## config.mk

```make
export PLATFORM = sky130hd
export DESIGN_NAME = cc20_ctrl
export DESIGN_NICKNAME = d
export VERILOG_FILES = /design/src/design/cc20_pkg.sv /design/src/design/cc20_ctrl.sv
export SDC_FILE = /design/constraint.sdc
export NUM_CORES = 1
export LEC_CHECK = 0
export BUFFER_PORTS_ARGS = -buffer_cell sky130_fd_sc_hd__clkbuf_2
export CORE_MARGIN = 10
export CORE_UTILIZATION = 55
export CTS_BUF_LIST = sky130_fd_sc_hd__clkbuf_8 sky130_fd_sc_hd__clkbuf_16
export CTS_CLUSTER_DIAMETER = 40
export DETAILED_ROUTE_END_ITERATION = 10
export PLACE_DENSITY_LB_ADDON = 0.3
export SYNTH_ARGS = -nofsm -noshare
export SYNTH_HDL_FRONTEND = slang
export SYNTH_SLANG_ARGS = --single-unit
export TNS_END_PERCENT = 20
```

## constraint.sdc

```tcl
create_clock -name clk -period 3.4 [get_ports clk]
set_clock_uncertainty 0.15 [all_clocks]
set_input_delay 0.17 -clock clk [delete_from_list [all_inputs] [get_ports clk]]
set_output_delay 0.17 -clock clk [all_outputs]
set_load 0.01 [all_outputs]
```

## src/design/cc20_pkg.sv

```systemverilog
// ----------------------------------------------------------------------------
// cc20_pkg
// Shared types, constants and the quarter-round function of the ChaCha20
// keystream generator.
// ----------------------------------------------------------------------------
package cc20_pkg;

	localparam int unsigned DEF_ROUNDS = 20;
	localparam int unsigned WORDS      = 16;
	localparam int unsigned CFG_W      = 64;
	localparam int unsigned CFG_IDX_W  = 3;
	localparam int unsigned IDX_W      = 5;

	typedef logic [31:0] word_t;

	localparam word_t SIGMA [4] = '{32'h61707865, 32'h3320646e, 32'h79622d32, 32'h6b206574};

	typedef enum logic [CFG_IDX_W-1:0] {
		REG_KEY01 = 3'd0,
		REG_KEY23 = 3'd1,
		REG_KEY45 = 3'd2,
		REG_KEY67 = 3'd3,
		REG_NONCE = 3'd4,
		REG_START = 3'd5
	} reg_idx_t;

	typedef enum logic [2:0] {
		ST_IDLE,
		ST_LOAD,
		ST_ROUND,
		ST_FEED,
		ST_EMIT
	} state_t;

	typedef struct packed {
		logic       ctr_reload;
		logic       init;
		logic       round;
		logic       diag;
		logic       feed;
		logic       emit;
		logic [3:0] rd_idx;
	} cmd_t;

	typedef struct packed {
		logic out_full;
	} sts_t;

	typedef struct packed {
		word_t a;
		word_t b;
		word_t c;
		word_t d;
	} quad_t;

	function automatic word_t rotl(word_t v, int unsigned n);
		return (v << n) | (v >> (32 - n));
	endfunction

	function automatic quad_t qr(quad_t q);
		quad_t r;
		r = q;
		r.a = r.a + r.b; r.d = rotl(r.d ^ r.a, 16);
		r.c = r.c + r.d; r.b = rotl(r.b ^ r.c, 12);
		r.a = r.a + r.b; r.d = rotl(r.d ^ r.a, 8);
		r.c = r.c + r.d; r.b = rotl(r.b ^ r.c, 7);
		return r;
	endfunction

endpackage

```

## src/design/cc20_ctrl.sv

```systemverilog
// ----------------------------------------------------------------------------
// cc20_ctrl
// Sequencer: request handshake, buffer index, round count and commands to
// the datapath.
// ----------------------------------------------------------------------------
module cc20_ctrl import cc20_pkg::*; #(
	parameter int unsigned ROUNDS = DEF_ROUNDS
) (
	input  logic clk,
	input  logic arst_n,
	input  logic req_valid,
	input  logic req_restart,
	output logic req_ready,
	input  sts_t sts,
	output cmd_t cmd
);

	localparam int unsigned NR   = (ROUNDS / 2) * 2;
	localparam int unsigned RW   = $clog2(NR);
	localparam logic [RW-1:0] RLAST = RW'(NR - 1);

	state_t            state_q, state_d;
	logic [IDX_W-1:0]  idx_q;
	logic [RW-1:0]     rnd_q;
	logic              acc;

	assign acc = req_valid && req_ready;

	always_comb begin
		state_d = state_q;
		unique case (state_q)
			ST_IDLE:  if (acc) state_d = (req_restart || idx_q[IDX_W-1]) ? ST_LOAD : ST_EMIT;
			ST_LOAD:  state_d = ST_ROUND;
			ST_ROUND: if (rnd_q == RLAST) state_d = ST_FEED;
			ST_FEED:  state_d = ST_EMIT;
			ST_EMIT:  if (!sts.out_full) state_d = ST_IDLE;
			default:  state_d = ST_IDLE;
		endcase
	end

	always_comb begin
		req_ready      = (state_q == ST_IDLE);
		cmd            = '0;
		cmd.ctr_reload = acc && req_restart;
		cmd.init       = (state_q == ST_LOAD);
		cmd.round      = (state_q == ST_ROUND);
		cmd.diag       = rnd_q[0];
		cmd.feed       = (state_q == ST_FEED);
		cmd.emit       = (state_q == ST_EMIT) && !sts.out_full;
		cmd.rd_idx     = idx_q[3:0];
	end

	always_ff @(posedge clk or negedge arst_n) begin
		if (!arst_n) begin
			state_q <= ST_IDLE;
			idx_q   <= IDX_W'(WORDS);
			rnd_q   <= '0;
		end else begin
			state_q <= state_d;
			if (cmd.ctr_reload) idx_q <= IDX_W'(WORDS);
			else if (cmd.feed)  idx_q <= '0;
			else if (cmd.emit)  idx_q <= idx_q + 1'b1;
			if (cmd.init)       rnd_q <= '0;
			else if (cmd.round) rnd_q <= rnd_q + 1'b1;
		end
	end

endmodule

```

==> out/metrics.cfg <==
[floorplanning]
die_width_um = 56.2
fp.dieH_um = 56.2
fp.dieArea_mm2 = 0.00315
core-area_mm2 = 0.00117
initial_core_util = 0.614
floorplan.rows = 12
design.portCount = 16

[synthesis]
syn_area_um2 = 719
synth_cells = 78
avg_cell_area_syn_um2 = 9.22
yosysSeqAreaShare = 0.454
synthesis.yosys.warnings = 0
synthesis.nets = 85
ys_ff_latch = 13
post_synth_cell_types = 27

[cts]
clockRootBuffer = sky130_fd_sc_hd__clkbuf_8
clk-insertion-delay-late_ps = 240
cts-buffers-inserted = 3
clk_pin_slew_ps = 50
h-tree-depth = 1
clock_sinks = 13
cts_resized = 0
tritoncts = done
clockBufferDepth = 2

[placement]
placedCellCount = 100
portBuffers = 15
placed_area_um2 = 762
gp_routability_congestion = 0.865
hpwl_um = 1220

[sta]
total_negative_slack_ps = 0
timing.final.crit_share = 0.585
rsz0062_at_grt = no
final_hold_viol_count = 0
timing.slew.headroom = 0.760
slew_viol_final = 0
finalSetupViolCount = 0
hold_slack_ps = 63.4
tightestPinTransition_ps = 360
max_freq_mhz = 503
final_period_minus_worst_setup_slack_ps = 1990

[status]
result_of_the_run = completed

[cells_and_area]
final.fill_count = 105
area_delta_synth_final_pct = 13.7
drive_above_1_share = 0.231
final_cell_count_no_fill = 105
mostFrequentLayoutCells = 15 x sky130_fd_sc_hd__clkbuf_2, 12 x sky130_fd_sc_hd__dfrtp_1, 7 x sky130_fd_sc_hd__inv_1
antenna_cells_inserted = 0
final_design_area_no_fill_um2 = 818
design.final.nets = 99
layout.cells.most_common = sky130_fd_sc_hd__clkbuf_2

[detailed_routing]
drt_iter0_markers = 16
totalWireLength_um = 1540
routed_via_density = 5.68
drtAntennaViolNets = 0
routed_wire_length_per_instance_um = 14.6
vias = 596
remaining_drc_errors = 0
detailedRoute.firstPassIterationCount = 4

[grt]
first_global_vias = 627
grtUsageTotal = 0.106
grt_overflow_total = 0
maximum_number_of_pins_on_one_net_before_global_route_repair = 14
antenna_found_initial = 0
first_pass_grt_wire_length_um = 2790

[critical_path]
critPathCaptureType = primary output
timing.critical_path.fanout_max = 8
critical-path-max-stage-delay_ps = 670
cp_top_family = simple AND/OR/NAND/NOR gates
cp-start-kind = flop
arrival_ps = 1670
timing.setup.critical_path_class = flop to primary output
required_ps = 3080
critPathSlowestCell = sky130_fd_sc_hd__or4b_1
crit_chain = or4b_1, inv_1, clkbuf_2
critPathBufInv = 2

[worst_hold_path]
min-delay-path-class = input port to flop

[flow_run]
maxCapViolCount = 0

[power_and_ir_drop]
worst_ir_drop_vdd_v = 0.000515
power_density_mw_per_mm2 = 780
leakage_uw = 0.000437

==> state kept, by name (all words and copies together), names as in the netlist <==
| signal | cells |
|---|---|
| idx_q | 5 |
| state_q | 3 |
| rnd_q | 5 |
==> per-layer routing <==
layer  vias up  wire [um]  part of all wire  global-route usage
li1        293          -                 -                   -
met1       283        591              0.38               0.104
met2        16        801              0.52               0.189
met3         4        125             0.081              0.0547
met4         0         18             0.012              0.0307
met5         -          0                 0                   0
==> where the power goes <==
part | internal [uW] | switching (uW) | leakage [uW]
Clock | 80.8 | 53.3 | 0.0000255
Sequential | 203 | 60.1 | 0.000172
Combinational | 103 | 138 | 0.000239
==> cell families after synthesis <==
family	after synthesis	synth area share
AND/OR/NAND/NOR	32	0.249
AO/OA/AOI/OAI	14	0.117
buffers and inverters	14	0.106
flip-flops	13	0.454
multiplexers	2	0.0278
adder cells (fa/ha/maj)	2	0.0348
XOR/XNOR	1	0.0122
==> worst register-to-register path, cell delays in order (launching register included) <==
cell                      delay [ps]
sky130_fd_sc_hd__dfrtp_1         450
sky130_fd_sc_hd__or4b_1          670
sky130_fd_sc_hd__o211a_1         260
sky130_fd_sc_hd__or3_1           350
==> repair_timing <==
| item | 4_1_cts | 5_1_grt |
|---|---|---|
| buffers inserted | 0 | 0 |
| hold endpoints to repair | 13 | 0 |
| hold buffers | 1 | 0 |
==> area by class of cell <==
cell class              count  area (um2)  share of cell area
multi-input cells          51         317               0.387
flip-flops and latches     13         327               0.399
clock inverters             1        5.00             0.00612
well taps                  14        17.5              0.0214
inverters                   7        26.3              0.0321
repair buffers             16        85.1               0.104
clock buffers               3        41.3              0.0505
==> metrics by stage <==
stage | utilization | power [uW] | setup WS [ps]
finish | 0.699 | 638 | 1410
global route | 0.699 | 692 | 1300
CTS | 0.699 | 647 | 1410
detailed placement | 0.651 | 504 | 1460
global placement | 0.651 | 490 | 1510
floorplan | - | 437 | 1560
==> Yosys cell counts (all sizes together) <==
cell / number / area [um2]
a21o: 1 / 7.51
a21oi: 5 / 25.0
a22o: 1 / 8.76
a22oi: 1 / 7.51
buf: 6 / 45.0
clkbuf: 1 / 5.00
dfrtp: 12 / 300
dfstp: 1 / 26.3
ha: 2 / 25.0
inv: 7 / 26.3
mux2i: 2 / 20.0
nand2: 6 / 22.5
nand2b: 2 / 12.5
nand3: 6 / 30.0
nand3b: 1 / 7.51
nand4: 2 / 12.5
nand4bb: 1 / 11.3
nor2: 5 / 18.8
nor3: 2 / 10.0
o211a: 1 / 10.0
o21ai: 5 / 25.0
or3: 3 / 18.8
or3b: 2 / 17.5
or4: 1 / 7.51
or4b: 1 / 10.0
xnor2: 1 / 8.76
==> path summary, 6_finish.rpt <==
path	cells past startpoint	slack (ps)	endpoint	start
setup / recovery	3	1410	cmd[4]	state_q[1]
hold / removal	3	60	state_q[2]	req_valid
setup reg to reg	3	1440	idx_q[4]	state_q[1]
hold reg to reg	1	330	rnd_q[4]	rnd_q[4]
max in group asynchronous	2	2610	idx_q[4]	arst_n
min in group asynchronous	2	200	rnd_q[2]	arst_n
No activity file was read; power rests on OpenSTA's default activity.
